[src/crm_pkg.sv]
package crm_pkg;

    localparam int COUNT_BITS = 16;
    localparam int CNT_W      = (COUNT_BITS < 16) ? COUNT_BITS : 16;
    localparam int OP_W       = 3;
    localparam int REP_W      = 16;

    localparam int QUEUE_DEPTH = 4;
    localparam int QUEUE_AW    = $clog2(QUEUE_DEPTH);
    localparam int QUEUE_CW    = $clog2(QUEUE_DEPTH + 1);

    localparam logic [CNT_W-1:0] COUNT_LIMIT = {CNT_W{1'b1}};
    localparam logic [CNT_W-1:0] COUNT_ONE   = {{(CNT_W-1){1'b0}}, 1'b1};

    localparam logic [OP_W-1:0] OP_INC    = 3'd0;
    localparam logic [OP_W-1:0] OP_DEC    = 3'd1;
    localparam logic [OP_W-1:0] OP_RIGHT  = 3'd2;
    localparam logic [OP_W-1:0] OP_LEFT   = 3'd3;
    localparam logic [OP_W-1:0] OP_OUTPUT = 3'd4;
    localparam logic [OP_W-1:0] OP_INPUT  = 3'd5;
    localparam logic [OP_W-1:0] OP_OPEN   = 3'd6;
    localparam logic [OP_W-1:0] OP_CLOSE  = 3'd7;

    localparam logic [7:0] CH_PLUS  = 8'h2B;
    localparam logic [7:0] CH_MINUS = 8'h2D;
    localparam logic [7:0] CH_GT    = 8'h3E;
    localparam logic [7:0] CH_LT    = 8'h3C;
    localparam logic [7:0] CH_DOT   = 8'h2E;
    localparam logic [7:0] CH_COMMA = 8'h2C;
    localparam logic [7:0] CH_LBRK  = 8'h5B;
    localparam logic [7:0] CH_RBRK  = 8'h5D;

    typedef struct packed {
        logic            is_end;
        logic [OP_W-1:0] op;
    } cmd_t;

endpackage

[src/command_run_merger.sv]
// channel   direction  handshake       payload
// input     in         push / full     char_code, end_of_stream
// result    out        empty / pop     op_code, repeat_count, end_marker
//
// one command transaction per cycle is taken while full is low and merged in the back stage
// an end transaction with a pending run first flushes the run, then emits the end marker
// reset clears the run, the command queue and the result valid flag
// a stalled result side fills the four-entry command queue before full rises
module command_run_merger (
    input  logic                      clk,
    input  logic                      rst_n,
    input  logic                      push,
    output logic                      full,
    input  logic [7:0]                char_code,
    input  logic                      end_of_stream,
    output logic                      empty,
    input  logic                      pop,
    output logic [crm_pkg::OP_W-1:0]  op_code,
    output logic [crm_pkg::REP_W-1:0] repeat_count,
    output logic                      end_marker
);
    import crm_pkg::*;

    logic cmd_valid;
    cmd_t cmd;
    logic head_valid;
    cmd_t head;
    logic head_take;

    crm_front u_front (
        .char_code     (char_code),
        .end_of_stream (end_of_stream),
        .cmd_valid     (cmd_valid),
        .cmd           (cmd)
    );

    crm_cmd_queue u_queue (
        .clk        (clk),
        .rst_n      (rst_n),
        .wr_en      (push & cmd_valid),
        .wr_data    (cmd),
        .full       (full),
        .rd_en      (head_take),
        .head_valid (head_valid),
        .head       (head)
    );

    crm_merge u_merge (
        .clk          (clk),
        .rst_n        (rst_n),
        .head_valid   (head_valid),
        .head         (head),
        .head_take    (head_take),
        .empty        (empty),
        .pop          (pop),
        .op_code      (op_code),
        .repeat_count (repeat_count),
        .end_marker   (end_marker)
    );

endmodule

[src/crm_front.sv]
module crm_front (
    input  logic [7:0]   char_code,
    input  logic         end_of_stream,
    output logic         cmd_valid,
    output crm_pkg::cmd_t cmd
);
    import crm_pkg::*;

    logic            known;
    logic [OP_W-1:0] op;

    always_comb
    begin
        known = 1'b1;
        op    = OP_INC;
        case (char_code)
            CH_PLUS:  op = OP_INC;
            CH_MINUS: op = OP_DEC;
            CH_GT:    op = OP_RIGHT;
            CH_LT:    op = OP_LEFT;
            CH_DOT:   op = OP_OUTPUT;
            CH_COMMA: op = OP_INPUT;
            CH_LBRK:  op = OP_OPEN;
            CH_RBRK:  op = OP_CLOSE;
            default:  known = 1'b0;
        endcase
    end

    // end items always pass, other bytes only when they are commands
    assign cmd_valid  = end_of_stream | known;
    assign cmd.is_end = end_of_stream;
    assign cmd.op     = end_of_stream ? OP_INC : op;

endmodule

[src/crm_cmd_queue.sv]
module crm_cmd_queue (
    input  logic          clk,
    input  logic          rst_n,
    input  logic          wr_en,
    input  crm_pkg::cmd_t wr_data,
    output logic          full,
    input  logic          rd_en,
    output logic          head_valid,
    output crm_pkg::cmd_t head
);
    import crm_pkg::*;

    cmd_t                entry_reg [QUEUE_DEPTH];
    logic [QUEUE_AW-1:0] wr_ptr_reg, wr_ptr_next;
    logic [QUEUE_AW-1:0] rd_ptr_reg, rd_ptr_next;
    logic [QUEUE_CW-1:0] count_reg, count_next;
    logic                do_wr, do_rd;

    assign full       = (count_reg == QUEUE_CW'(QUEUE_DEPTH));
    assign head_valid = (count_reg != '0);
    assign head       = entry_reg[rd_ptr_reg];
    assign do_wr      = wr_en & ~full;
    assign do_rd      = rd_en & head_valid;

    always_comb
    begin
        wr_ptr_next = wr_ptr_reg;
        rd_ptr_next = rd_ptr_reg;
        count_next  = count_reg;
        if (do_wr)
        begin
            wr_ptr_next = (wr_ptr_reg == QUEUE_AW'(QUEUE_DEPTH - 1)) ? '0 : wr_ptr_reg + 1'b1;
        end
        if (do_rd)
        begin
            rd_ptr_next = (rd_ptr_reg == QUEUE_AW'(QUEUE_DEPTH - 1)) ? '0 : rd_ptr_reg + 1'b1;
        end
        if (do_wr && !do_rd)
        begin
            count_next = count_reg + 1'b1;
        end
        else if (do_rd && !do_wr)
        begin
            count_next = count_reg - 1'b1;
        end
    end

    always_ff @(posedge clk or negedge rst_n)
    begin
        if (!rst_n)
        begin
            wr_ptr_reg <= '0;
            rd_ptr_reg <= '0;
            count_reg  <= '0;
        end
        else
        begin
            wr_ptr_reg <= wr_ptr_next;
            rd_ptr_reg <= rd_ptr_next;
            count_reg  <= count_next;
        end
    end

    always_ff @(posedge clk)
    begin
        if (do_wr)
        begin
            entry_reg[wr_ptr_reg] <= wr_data;
        end
    end

endmodule

[src/crm_merge.sv]
module crm_merge (
    input  logic                      clk,
    input  logic                      rst_n,
    input  logic                      head_valid,
    input  crm_pkg::cmd_t             head,
    output logic                      head_take,
    output logic                      empty,
    input  logic                      pop,
    output logic [crm_pkg::OP_W-1:0]  op_code,
    output logic [crm_pkg::REP_W-1:0] repeat_count,
    output logic                      end_marker
);
    import crm_pkg::*;

    logic             run_valid_reg, run_valid_next;
    logic [OP_W-1:0]  run_op_reg, run_op_next;
    logic [CNT_W-1:0] run_count_reg, run_count_next;

    logic             out_valid_reg, out_valid_next;
    logic [OP_W-1:0]  out_op_reg, out_op_next;
    logic [CNT_W-1:0] out_count_reg, out_count_next;
    logic             out_end_reg, out_end_next;

    logic can_emit, need_emit, act;
    logic same_op, cancel_op;

    assign can_emit  = ~out_valid_reg | pop;
    assign same_op   = (head.op == run_op_reg) && (head.op < OP_OPEN)
                       && (run_count_reg != COUNT_LIMIT);
    assign cancel_op = (head.op < OP_OUTPUT) && (run_op_reg < OP_OUTPUT)
                       && (head.op != run_op_reg)
                       && (head.op[2:1] == run_op_reg[2:1]);
    assign need_emit = head.is_end | (run_valid_reg & ~same_op & ~cancel_op);
    assign act       = head_valid & (~need_emit | can_emit);

    always_comb
    begin
        run_valid_next = run_valid_reg;
        run_op_next    = run_op_reg;
        run_count_next = run_count_reg;
        out_valid_next = out_valid_reg & ~pop;
        out_op_next    = out_op_reg;
        out_count_next = out_count_reg;
        out_end_next   = out_end_reg;
        head_take      = 1'b0;
        if (act)
        begin
            if (head.is_end)
            begin
                out_valid_next = 1'b1;
                if (run_valid_reg)
                begin
                    // flush first, the end transaction stays at the head
                    out_op_next    = run_op_reg;
                    out_count_next = run_count_reg;
                    out_end_next   = 1'b0;
                    run_valid_next = 1'b0;
                end
                else
                begin
                    out_op_next    = OP_INC;
                    out_count_next = '0;
                    out_end_next   = 1'b1;
                    run_op_next    = OP_INC;
                    run_count_next = '0;
                    head_take      = 1'b1;
                end
            end
            else
            begin
                head_take = 1'b1;
                if (!run_valid_reg)
                begin
                    run_valid_next = 1'b1;
                    run_op_next    = head.op;
                    run_count_next = COUNT_ONE;
                end
                else if (same_op)
                begin
                    run_count_next = run_count_reg + 1'b1;
                end
                else if (cancel_op)
                begin
                    if (run_count_reg > COUNT_ONE)
                    begin
                        run_count_next = run_count_reg - 1'b1;
                    end
                    else
                    begin
                        run_valid_next = 1'b0;
                        run_op_next    = OP_INC;
                        run_count_next = '0;
                    end
                end
                else
                begin
                    out_valid_next = 1'b1;
                    out_op_next    = run_op_reg;
                    out_count_next = run_count_reg;
                    out_end_next   = 1'b0;
                    run_op_next    = head.op;
                    run_count_next = COUNT_ONE;
                end
            end
        end
    end

    always_ff @(posedge clk or negedge rst_n)
    begin
        if (!rst_n)
        begin
            run_valid_reg <= 1'b0;
            run_op_reg    <= OP_INC;
            run_count_reg <= '0;
            out_valid_reg <= 1'b0;
        end
        else
        begin
            run_valid_reg <= run_valid_next;
            run_op_reg    <= run_op_next;
            run_count_reg <= run_count_next;
            out_valid_reg <= out_valid_next;
        end
    end

    always_ff @(posedge clk)
    begin
        out_op_reg    <= out_op_next;
        out_count_reg <= out_count_next;
        out_end_reg   <= out_end_next;
    end

    assign empty        = ~out_valid_reg;
    assign op_code      = out_op_reg;
    assign repeat_count = REP_W'(out_count_reg);
    assign end_marker   = out_end_reg;

endmodule
[config.mk]
export PLATFORM = sky130hd
export DESIGN_NAME = command_run_merger
export DESIGN_NICKNAME = d
export VERILOG_FILES = /design/src/crm_pkg.sv /design/src/command_run_merger.sv /design/src/crm_front.sv /design/src/crm_cmd_queue.sv /design/src/crm_merge.sv
export SDC_FILE = /design/constraint.sdc
export NUM_CORES = 1
export LEC_CHECK = 0
export BUFFER_PORTS_ARGS = -buffer_cell sky130_fd_sc_hd__buf_4
export CAP_MARGIN = 5
export CORE_MARGIN = 2
export CORE_UTILIZATION = 55
export CTS_CLUSTER_SIZE = 8
export DETAILED_ROUTE_END_ITERATION = 8
export PLACE_DENSITY = 0.81
export RECOVER_POWER = 50
export SLEW_MARGIN = 20
export SYNTH_ARGS = -nofsm -noshare
export SYNTH_HDL_FRONTEND = slang
export SYNTH_SLANG_ARGS = --single-unit
[constraint.sdc]
create_clock -name clk -period 6.25 [get_ports clk]
set_input_delay 1.25 -clock clk [delete_from_list [all_inputs] [get_ports clk]]
set_output_delay 1.25 -clock clk [all_outputs]
set_load 0.01 [all_outputs]
; ---- Yosys cells after proc, flatten, opt, wreduce, memory -nomap -nowiden
; Memories as Yosys holds them, arrays and structs flattened.
; Cells that the tools add are included.
[totals]
output_inout_bits = 22
reg_bits = 48
elab_cells = 118
ram_bits = 16
in_bits = 13
mem_count = 1
[memory_table]
columns = memory, depth, word_bits, read_ports, rd_clocked_by_memory_dff, write_ports, line
row1 = u_queue.entry_reg, 4, 4, 1, 0, 1, crm_cmd_queue.sv:13  ; cmd_t entry_reg [QUEUE_DEPTH];
[classes]
n_addsub = 6
magnitude_cmp = 4
n_mux = 46
n_eq_ne = 19
n_reduce_logical = 15
bitwise = 17
[op_table]
columns = op, n
row1 = $mux W16, 10
row2 = $eq A8 B6 Y1 const B, 6
row3 = $mux W3, 13
row4 = $pmux W3 S7, 1
row5 = $mux W1, 20
row6 = $add A16 B1 Y16 const B, 1
row7 = $eq A8 B7 Y1 const B, 2
row8 = $gt A16 B1 Y1 const B, 1
row9 = $ne A16 B16 Y1 const B, 1
row10 = $sub A16 B1 Y16 const B, 1
row11 = $lt A3 B3 Y1 const B, 3
row12 = $reduce_or A8 Y1, 1
row13 = $and A1 B1 Y1, 7
row14 = $logic_and A1 B1 Y1, 7
row15 = $not A1 Y1, 6
row16 = $add A2 B1 Y2 const B, 2
row17 = $eq A2 B2 Y1 const B, 2
row18 = $mux W2, 2
row19 = $ne A2 B1 Y1 const B, 2
row20 = $ne A4 B3 Y1 const B, 1
row21 = $or A1 B1 Y1, 4
row22 = $reduce_and A4 Y1, 1
row23 = $reduce_bool A2 Y1, 2
row24 = $add A3 B1 Y3 const B, 1
row25 = 9 further kinds, 10

; ---- Longest topological paths before layout
; Gate-level depths: netlist of run 1.
; An unclocked memory read counts as a cell.
[depth]
word_depth = 16
ltp_mapped = 16
mapped_depth_nobuf = 14

; ---- Modules after synthesis
; From an unflattened synthesis of run 1, not the netlist that was laid out.
[hier_totals]
hier_cells = 322
hier_area_um2 = 3628.5
[by_module_without_submodules]
columns = mod, area_per_inst_um2, seq_area_each_um2, n_inst, cells_each
row1 = crm_merge, 2401.1, 1126.1, 1, 240
row2 = crm_cmd_queue, 1057.3, 655.6, 1, 58
row3 = crm_front, 163.9, 0.0, 1, 23
row4 = command_run_merger, 6.3, 0.0, 1, 1

; ---- Least setup slack after synthesis of run 1
; No wires, ideal clock.
[synth_path]
path_type = register -> register
startpoint = reg u_queue.rd_ptr_reg[1]
endpoint = reg u_queue.count_reg[1]
setup_ps = 125
required_time_ps = 6125
path_stages_with_launch = 14
path_buffers = 2
path_slack_ps = 2911
synth_period_minus_slack_ps = 3339
t_arrival_ps = 3215
cell_sequence = dfrtp_1 > buf_4 > mux2_1 > o21ai_0 > ha_1 > a311oi_4 > nand2_1 > buf_4 > a21oi_4 > inv_2 > ha_1 > inv_1 > fa_1 > mux2_2
[synth_between]
elab_chain_len = 16
elab_cells_between_ends = 27
cone_classes = order compare: 2 / eq/ne: 3 / mux: 3 / bitwise: 9 / reduce/logical: 9 / memory: 1
[synth_rtl]
columns = item, line
row1 = from (decl), crm_cmd_queue.sv:15  ; logic [QUEUE_AW-1:0] rd_ptr_reg, rd_ptr_next;
row2 = from (signal assigned), crm_cmd_queue.sv:59  ; rd_ptr_reg <= rd_ptr_next;
row3 = $mem_v2 Z4 W4 (*), n/a
row4 = "$lt A3 B3 Y1, or another cell as far along", crm_merge.sv:28  ; assign same_op = (head.op == run_op_reg) && (head.op < OP_OPEN)
row5 = "$logic_and A1 B1 Y1, on equally long branches", "crm_merge.sv:28, crm_merge.sv:30"
row6 = "$logic_and A1 B1 Y1, on equally long branches", "crm_merge.sv:29, crm_merge.sv:31"
row7 = $not A1 Y1 / $logic_and A1 B1 Y1 (equally long branches), "crm_merge.sv:33, crm_merge.sv:32"
row8 = $and A1 B1 Y1 / $not A1 Y1 (equally long branches), crm_merge.sv:33  ; assign need_emit = head.is_end | (run_valid_reg & ~same_op & ~cancel_op);
row9 = $and A1 B1 Y1, crm_merge.sv:33
row10 = $or A1 B1 Y1, crm_merge.sv:33
row11 = $not A1 Y1, crm_merge.sv:34  ; assign act = head_valid & (~need_emit | can_emit);
row12 = $or A1 B1 Y1, crm_merge.sv:34
row13 = $and A1 B1 Y1, crm_merge.sv:34
row14 = $mux W1 (*), crm_merge.sv:46  ; if (act)
row15 = $and A1 B1 Y1 (*), crm_cmd_queue.sv:23  ; assign do_rd = rd_en & head_valid;
row16 = $logic_not A1 Y1 (*), crm_cmd_queue.sv:38  ; if (do_wr && !do_rd)
row17 = $logic_and A1 B1 Y1 (*), crm_cmd_queue.sv:38
row18 = $mux W3 (*), crm_cmd_queue.sv:38
row19 = via u_queue.count_next[1], crm_cmd_queue.sv:16  ; logic [QUEUE_CW-1:0] count_reg, count_next;
row20 = to (signal assigned), crm_cmd_queue.sv:60  ; count_reg <= count_next;
row21 = to (decl), crm_cmd_queue.sv:16
; The timed path passes the listed nets; every way through them passes the cells marked *.
; A chain may end at the register's enable or synchronous reset.

; ---- Worst setup path in the final report of run 1
; Ends and elaborated chain as after synthesis.

==> key figures, run 1 <==
Timing
  • Worst-case hold slack: 0.504 ns
  • Largest clock skew in the final design: 0.0118 ns
  • RSZ-0062 raised after global routing: false
  • Fin Setup TNS: 0 ns
  • Shortest clock period the worst path allows after layout: 4.11 ns
  • Timing-limited maximum frequency: 0.243 GHz
  • Final-report setup violation count: 0
  • Worst slew margin relative to its limit: -7.67%
  • Final critical-path share of the clock period: 65.7%
  • Count of endpoints failing hold in the final timing report: 0
  • Slew at the pin with the worst max-slew slack: 1.62 ns
  • Slew Limit Fails: 29

Clock network
  • Clk Latency, worst-skew pair: 0.34 ns
  • Resized cells post-CTS: 0
  • Number of buffers created by CTS: 9
  • Post-CTS Hold Fix Bufs: 0
  • Number of sinks on the clock net: 64
  • Number of buffers between clock root and the deepest sink: 2
  • Clock-pin slew on the worst setup and hold paths: 0.07 ns
  • Buffer type at the clock tree root: clkbuf_8
  • TritonCTS clock tree: built
  • CTS H-Tree Depth: 3
  • Post-CTS setup-driven buffer insertion count: 0

Detailed routing
  • Initial drt markers: 194
  • Routed wire per std cell: 16.9 microns
  • DRC violations left: 0
  • Vias post-DR: 2631
  • Highest metal used: met4
  • Drt via density: 6.12
  • Iteration count of the initial detailed-routing pass: 5
  • Total routed wirelength: 7270 microns
  • Routed length on met1: 3170 microns
  • Routed wire length on met2: 3650 microns
  • Met3 Routed Length: 329 microns
  • Post-route antenna net violation count: 0

Floorplan
  • Initial core utilization: 56.1%
  • Die Area: 0.00706 sq mm
  • Overall die width: 84.0 microns
  • Chip Height: 84.0 microns
  • Top-level I/O count: 35
  • Placement row count: 29
  • CORE AREA: 0.00628 sq mm

Placed design
  • Weighted congestion reported at the end of routability-driven placement: 0.952
  • Half-perimeter wire length of the detailed placement result: 5140 microns
  • Post-detailed-placement cell area: 0.00379 sq mm
  • Port bufs: 34

GRT
  • Largest net degree at the start of global routing: 29
  • Overflow left after global routing: 0
  • First-pass GRT wire length: 12200 microns
  • Antenna violations before repair: 0
  • GRT Overall Usage: 21.9%
  • Vias in the first global route: 2566

Critical path
  • Cell with the largest stage delay on the worst path: a21oi_4
  • Data required time at the worst endpoint: 6.49 ns
  • Crit path max-delay family: compound AO/OA/AOI/OAI gates
  • Startpoint type of the worst setup path: flop
  • Critical path buffer and inverter count: 2
  • Critical path data arrival time: 4.34 ns
  • Crit path cell chain: mux2_1, o21ai_0, ha_1, a311oi_4, nand2_1, a21oi_4, inv_2, ha_1, inv_1, fa_1, mux2_2
  • Most repeated library cell on the critical path: ha_1
  • Critical Path End Type: flop
  • Worst setup path class: flop to flop
  • Worst path max stage delay: 0.59 ns
  • Critical path fanouts, max: 18

Synth
  • Number of synthesized flops with an enable pin: 36
  • Number of warnings printed during yosys synthesis: 0
  • Total nets after synthesis: 338
  • Distinct cell type count after synthesis: 57
  • Fraction of synthesis flops using an asynchronous set or reset pin: 43.8%
  • Prevailing post-synth register cell: edfxtp_1
  • Average cell area after synthesis: 11.2 sq um
  • Share of the yosys chip area belonging to registers: 50.6%
  • Synth Register Bits: 64
  • Netlist Area Pre-Place: 0.00352 sq mm
  • Synthesized instance count: 314

Cells and area
  • Fraction of the core area covered by cells at the end of the flow: 62.5%
  • Register area: 0.00178 sq mm
  • Number of inserted filler cells in the final layout: 500
  • Layout cells sized above 1: 13.3%
  • Layout net count: 372
  • Commonest non-fill, non-tap cells in the layout: 36 x edfxtp_1, 30 x nor2_1, 28 x dfrtp_1
  • Commonest non-fill, non-tap cell in the layout: edfxtp_1
  • Area used by multi-input combinational logic: 0.00160 sq mm
  • Synthesis-to-finish area growth: 11.3%
  • Design Area, Final: 0.00392 sq mm
  • Inserted Diodes: 0

Flow run
  • Max-cap check violation count: 1

Power and ir drop
  • Peak supply drop: 287 uV
  • Leakage: 1.58 nW
  • Power per standard cell area: 546 mW/mm^2
  • Overall Power: 2.14 mW

Hold path
  • Worst hold path class: flop to flop

Status
  • Result of the run: finished with violations
  • Failing checks: max-capacitance violations, max-slew violations
synth_stat cells (3+ instances only):
cell type / count / area (sq um)
nor2b_1: 3 / 18.8
nor3_1: 6 / 30.0
buf_2: 4 / 20.0
nor2_1: 30 / 113
mux2_2: 8 / 90.1
nand2b_1: 4 / 25.0
a21oi_1: 14 / 70.1
and3_1: 4 / 25.0
inv_1: 12 / 45.0
mux2i_1: 9 / 90.1
or3_1: 7 / 43.8
edfxtp_1: 36 / 1080
a32o_1: 4 / 40.0
dfrtp_1: 28 / 701
nor4_1: 3 / 18.8
xor2_1: 4 / 35.0
nand2_1: 21 / 78.8
a31oi_1: 5 / 31.3
nand3_1: 14 / 70.1
o311a_1: 9 / 90.1
nand4_1: 5 / 31.3
ha_1: 10 / 125
xnor2_1: 3 / 26.3
o21ai_0: 8 / 40.0
and2_1: 20 / 125
or4_1: 3 / 22.5
stage by stage:
step           worst slack [ns]  cells
6_report                   2.14    430
5_1_grt                    1.86    430
4_1_cts                    2.16    430
3_5_place_dp               2.16    414
3_3_place_gp               2.30    414
2_1_floorplan              2.91    314
cells by family (layout without fill, tap and decap cells):
logic type | after synthesis | after routing | synth area share, %
AO/OA/AOI/OAI | 55 | 55 | 12.2
XOR/XNOR | 7 | 7 | 1.74
flip-flops | 64 | 64 | 50.6
buffers and inverters | 25 | 64 | 4.08
adder cells (fa/ha/maj) | 11 | 11 | 4.12
multiplexers | 21 | 21 | 7.56
AND/OR/NAND/NOR | 131 | 131 | 19.7
final cells by class:
class,count,share of cell area (%)
Tap cell,77,2.46
Sequential cell,64,45.4
Inverter,13,1.24
Timing Repair Buffer,35,4.50
Clock inverter,6,2.11
Multi-Input combinational cell,225,40.7
Clock buffer,10,3.51
final timing paths:
check	startpoint	to	slack, ns	depth (start not counted)
worst min-delay path	u_merge.run_op_reg[2]	u_merge.run_op_reg[2]	0.50	1
worst min register to register	u_merge.run_op_reg[2]	u_merge.run_op_reg[2]	0.50	1
worst max register to register	u_queue.rd_ptr_reg[1]	u_queue.count_reg[1]	2.14	11
worst max-delay path	u_queue.rd_ptr_reg[1]	u_queue.count_reg[1]	2.14	11
max in group asynchronous	rst_n	u_merge.run_count_reg[14]	3.99	1
min in group asynchronous	rst_n	u_queue.count_reg[2]	1.30	1
power breakdown:
| group | switching (mW) | internal, mW |
|---|---|---|
| logic | 0.587 | 0.379 |
| clock network | 0.157 | 0.233 |
| registers | 0.149 | 0.637 |
| total | 0.893 | 1.25 |
layer usage:
| layer | up-vias | global-route usage, % |
|---|---|---|
| li1 | 1240 | - |
| met1 | 1293 | 27.3 |
| met2 | 85 | 36.9 |
| met3 | 13 | 5.24 |
| met4 | 0 | 8.21 |
| met5 | - | 0 |
(Power assumes the default switching activity.)
==> run 2: changes to the inputs <==
==> constraint.sdc (replaced) <==
create_clock -name clk -period 4.1 [get_ports clk]
set_input_delay 0.82 -clock clk [delete_from_list [all_inputs] [get_ports clk]]
set_output_delay 0.82 -clock clk [all_outputs]
set_load 0.01 [all_outputs]
==> run 2 against run 1 <==
Against the previous run: the run still ends with max-capacitance violations, max-slew violations left; cell count increased by 0.23%; critical path depth stayed put; power up 48%; fmax rose by 19%; die area unchanged; clock skew decreased by 0.0064 ns; wire length fell by 0.26%; sequential cell count stayed put; via count up 0.46%; largest power group unchanged; highest routed layer unchanged.
==> key figures, run 2 (synthesized netlist as in run 1, its figures left out) <==
GRT
  • Antenna violations before repair: 0 (unchanged)
  • Vias in the first global route: 2725 (+6.2%)
  • First-pass GRT wire length: 12500 microns (+2.6%)
  • Overflow left after global routing: 0 (unchanged)
  • GRT Overall Usage: 22.5% (+0.60 points)
  • Largest net degree at the start of global routing: 29 (unchanged)

Hold path
  • Worst hold path class: flop to flop
  • Number of instances on the worst hold path: 1 (unchanged)

Cells and area
  • Commonest non-fill, non-tap cell in the layout: edfxtp_1
  • Synthesis-to-finish area growth: 10.4%
  • Fraction of the core area covered by cells at the end of the flow: 61.9% (-0.52 points)
  • Layout cells sized above 1: 13.0% (-0.32 points)
  • Commonest non-fill, non-tap cells in the layout: 36 x edfxtp_1, 30 x nor2_1, 28 x dfrtp_1
  • Inserted Diodes: 0 (unchanged)
  • Layout net count: 374 (+0.54%)

Timing
  • Slew at the pin with the worst max-slew slack: 1.64 ns (+0.0299 ns)
  • Fin Setup TNS: 0 ns (unchanged)
  • Worst slew margin relative to its limit: -9.66% (-2.0 points)
  • Final critical-path share of the clock period: 84.1% (+18 points)
  • Largest clock skew in the final design: 0.00544 ns (-0.00639 ns)
  • RSZ-0062 raised after global routing: false
  • Timing-limited maximum frequency: 0.290 GHz (+19%)
  • Final-report setup violation count: 0 (unchanged)
  • Shortest clock period the worst path allows after layout: 3.45 ns (-0.658 ns)
  • Count of endpoints failing hold in the final timing report: 0 (unchanged)
  • Slew Limit Fails: 29 (unchanged)

Detailed routing
  • Post-route antenna net violation count: 0 (unchanged)
  • Drt via density: 6.13 (+0.22%)
  • Vias post-DR: 2643 (+0.46%)
  • DRC violations left: 0 (unchanged)
  • Initial drt markers: 232 (+20%)
  • Iteration count of the initial detailed-routing pass: 5 (unchanged)
  • Routed wire per std cell: 16.8 microns (-0.49%)
  • Total routed wirelength: 7250 microns (-0.26%)

Placed design
  • Half-perimeter wire length of the detailed placement result: 5130 microns (-0.25%)
  • Weighted congestion reported at the end of routability-driven placement: 0.912 (-4.3%)
  • Port bufs: 34 (unchanged)

Critical path
  • Data required time at the worst endpoint: 4.33 ns (-2.16 ns)
  • Most repeated library cell on the critical path: ha_1
  • Startpoint type of the worst setup path: flop
  • Critical Path End Type: flop
  • Critical path data arrival time: 3.68 ns (-0.66 ns)
  • Cell with the largest stage delay on the worst path: dfrtp_1
  • Worst setup path class: flop to flop
  • Worst R2R Path Depth: 11 (unchanged)
  • Crit path cell chain: mux2_1, o21ai_0, ha_1, nand4b_1, and3_1, a21oi_4, inv_2, ha_1, inv_1, fa_1, mux2_2
  • Critical path fanouts, max: 9 (-9)
  • Worst path max stage delay: 0.57 ns (-0.02 ns)

Clock network
  • Post-CTS Hold Fix Bufs: 0 (unchanged)
  • CTS H-Tree Depth: 3 (unchanged)
  • TritonCTS clock tree: built
  • Post-CTS setup-driven buffer insertion count: 0 (unchanged)
  • Buffer type at the clock tree root: clkbuf_8
  • Number of buffers created by CTS: 9 (unchanged)
  • Number of buffers between clock root and the deepest sink: 2 (unchanged)
  • Clock-pin slew on the worst setup and hold paths: 0.07 ns (about the same)
  • Resized cells post-CTS: 0 (unchanged)
  • Number of sinks on the clock net: 64 (unchanged)
  • Clk Latency, worst-skew pair: 0.34 ns (about the same)

Power and ir drop
  • Relative contribution of the clock network to total power: 15.8% (-2.4 points)
  • Power share of the combinational group: 46.3% (+1.2 points)
  • Proportion of power drawn by flip-flops and latches: 37.9% (+1.2 points)
  • Internal power: 1.84 mW (+47%)
  • Switch Pwr: 1.34 mW (+50%)
  • Leakage: 1.56 nW (-0.68%)
  • Power per standard cell area: 816 mW/mm^2 (+49%)
  • Switching portion of total power: 42.2% (+0.50 points)
  • Peak supply drop: 386 uV (+34%)

Floorplan
  • Placement row count: 29 (unchanged)
  • Chip Height: 84.0 microns (unchanged)
  • Top-level I/O count: 35 (unchanged)
  • Overall die width: 84.0 microns (unchanged)
  • Die Area: 0.00706 sq mm (unchanged)
  • Initial core utilization: 56.1% (unchanged)
  • CORE AREA: 0.00628 sq mm (unchanged)

Flow run
  • Max-cap check violation count: 1 (unchanged)

Status
  • Failing checks: max-capacitance violations, max-slew violations
  • Result of the run: finished with violations
run 2: cell type report:
class	count	area [sq um]
Fill cell	505	2390
Sequential cell	64	1780
Multi-Input combinational cell	225	1600
Timing Repair Buffer	37	188
Clock buffer	10	128
Tap cell	77	96.3
Clock inverter	5	48.8
Inverter	13	48.8
run 2: worst max-delay path: cells and delay by family, from the launching register on:
kind            cells  cell delay, ns
compound gates      2            0.41
fa+ha+maj           3            0.93
buf+inv             2            0.14
flops               1            0.57
mux                 2            0.65
simple gates        2            0.63
run 2: path summary, 6_finish.rpt:
kind / slack (ns) / start / to
max in group asynchronous: 2.25 / rst_n / u_merge.run_count_reg[8]
min reg2reg: 0.49 / u_merge.run_op_reg[2] / u_merge.run_op_reg[2]
min: 0.49 / u_merge.run_op_reg[2] / u_merge.run_op_reg[2]
min in group asynchronous: 0.89 / rst_n / u_queue.count_reg[2]
max reg2reg: 0.65 / u_queue.rd_ptr_reg[1] / u_queue.count_reg[1]
max: 0.65 / u_queue.rd_ptr_reg[1] / u_queue.count_reg[1]
run 2: power by group through the flow:
stage	Sequential [mW]	Combinational (mW)	Clock, mW
3_3_place_gp	1.19	1.49	0
3_5_place_dp	1.21	1.55	0
2_1_floorplan	1.18	1.15	0
6_report	1.20	1.47	0.501
5_1_grt	1.24	1.65	0.532
4_1_cts	1.20	1.56	0.510
run 2: layer usage:
metal	share of wire, %	GRT usage (%)
met1	42	26.7
met5	0	0
met3	5.8	4.55
met2	50	38.7
met4	2.7	10.9
run 2: stage by stage:
| step | total power, mW | instances | hold WS, ns | worst slack [ns] | area (sq um) |
|---|---|---|---|---|---|
| final | 3.17 | 431 | 0.494 | 0.651 | 3890 |
| after global placement | 2.69 | 416 | 0.483 | 0.840 | 3800 |
| after CTS | 3.27 | 431 | 0.401 | 0.654 | 3980 |
| after floorplan | 2.32 | 314 | 0.456 | 0.761 | 3520 |
| after detailed placement | 2.76 | 416 | 0.474 | 0.683 | 3800 |
| after global routing | 3.42 | 431 | 0.524 | 0.490 | 3890 |
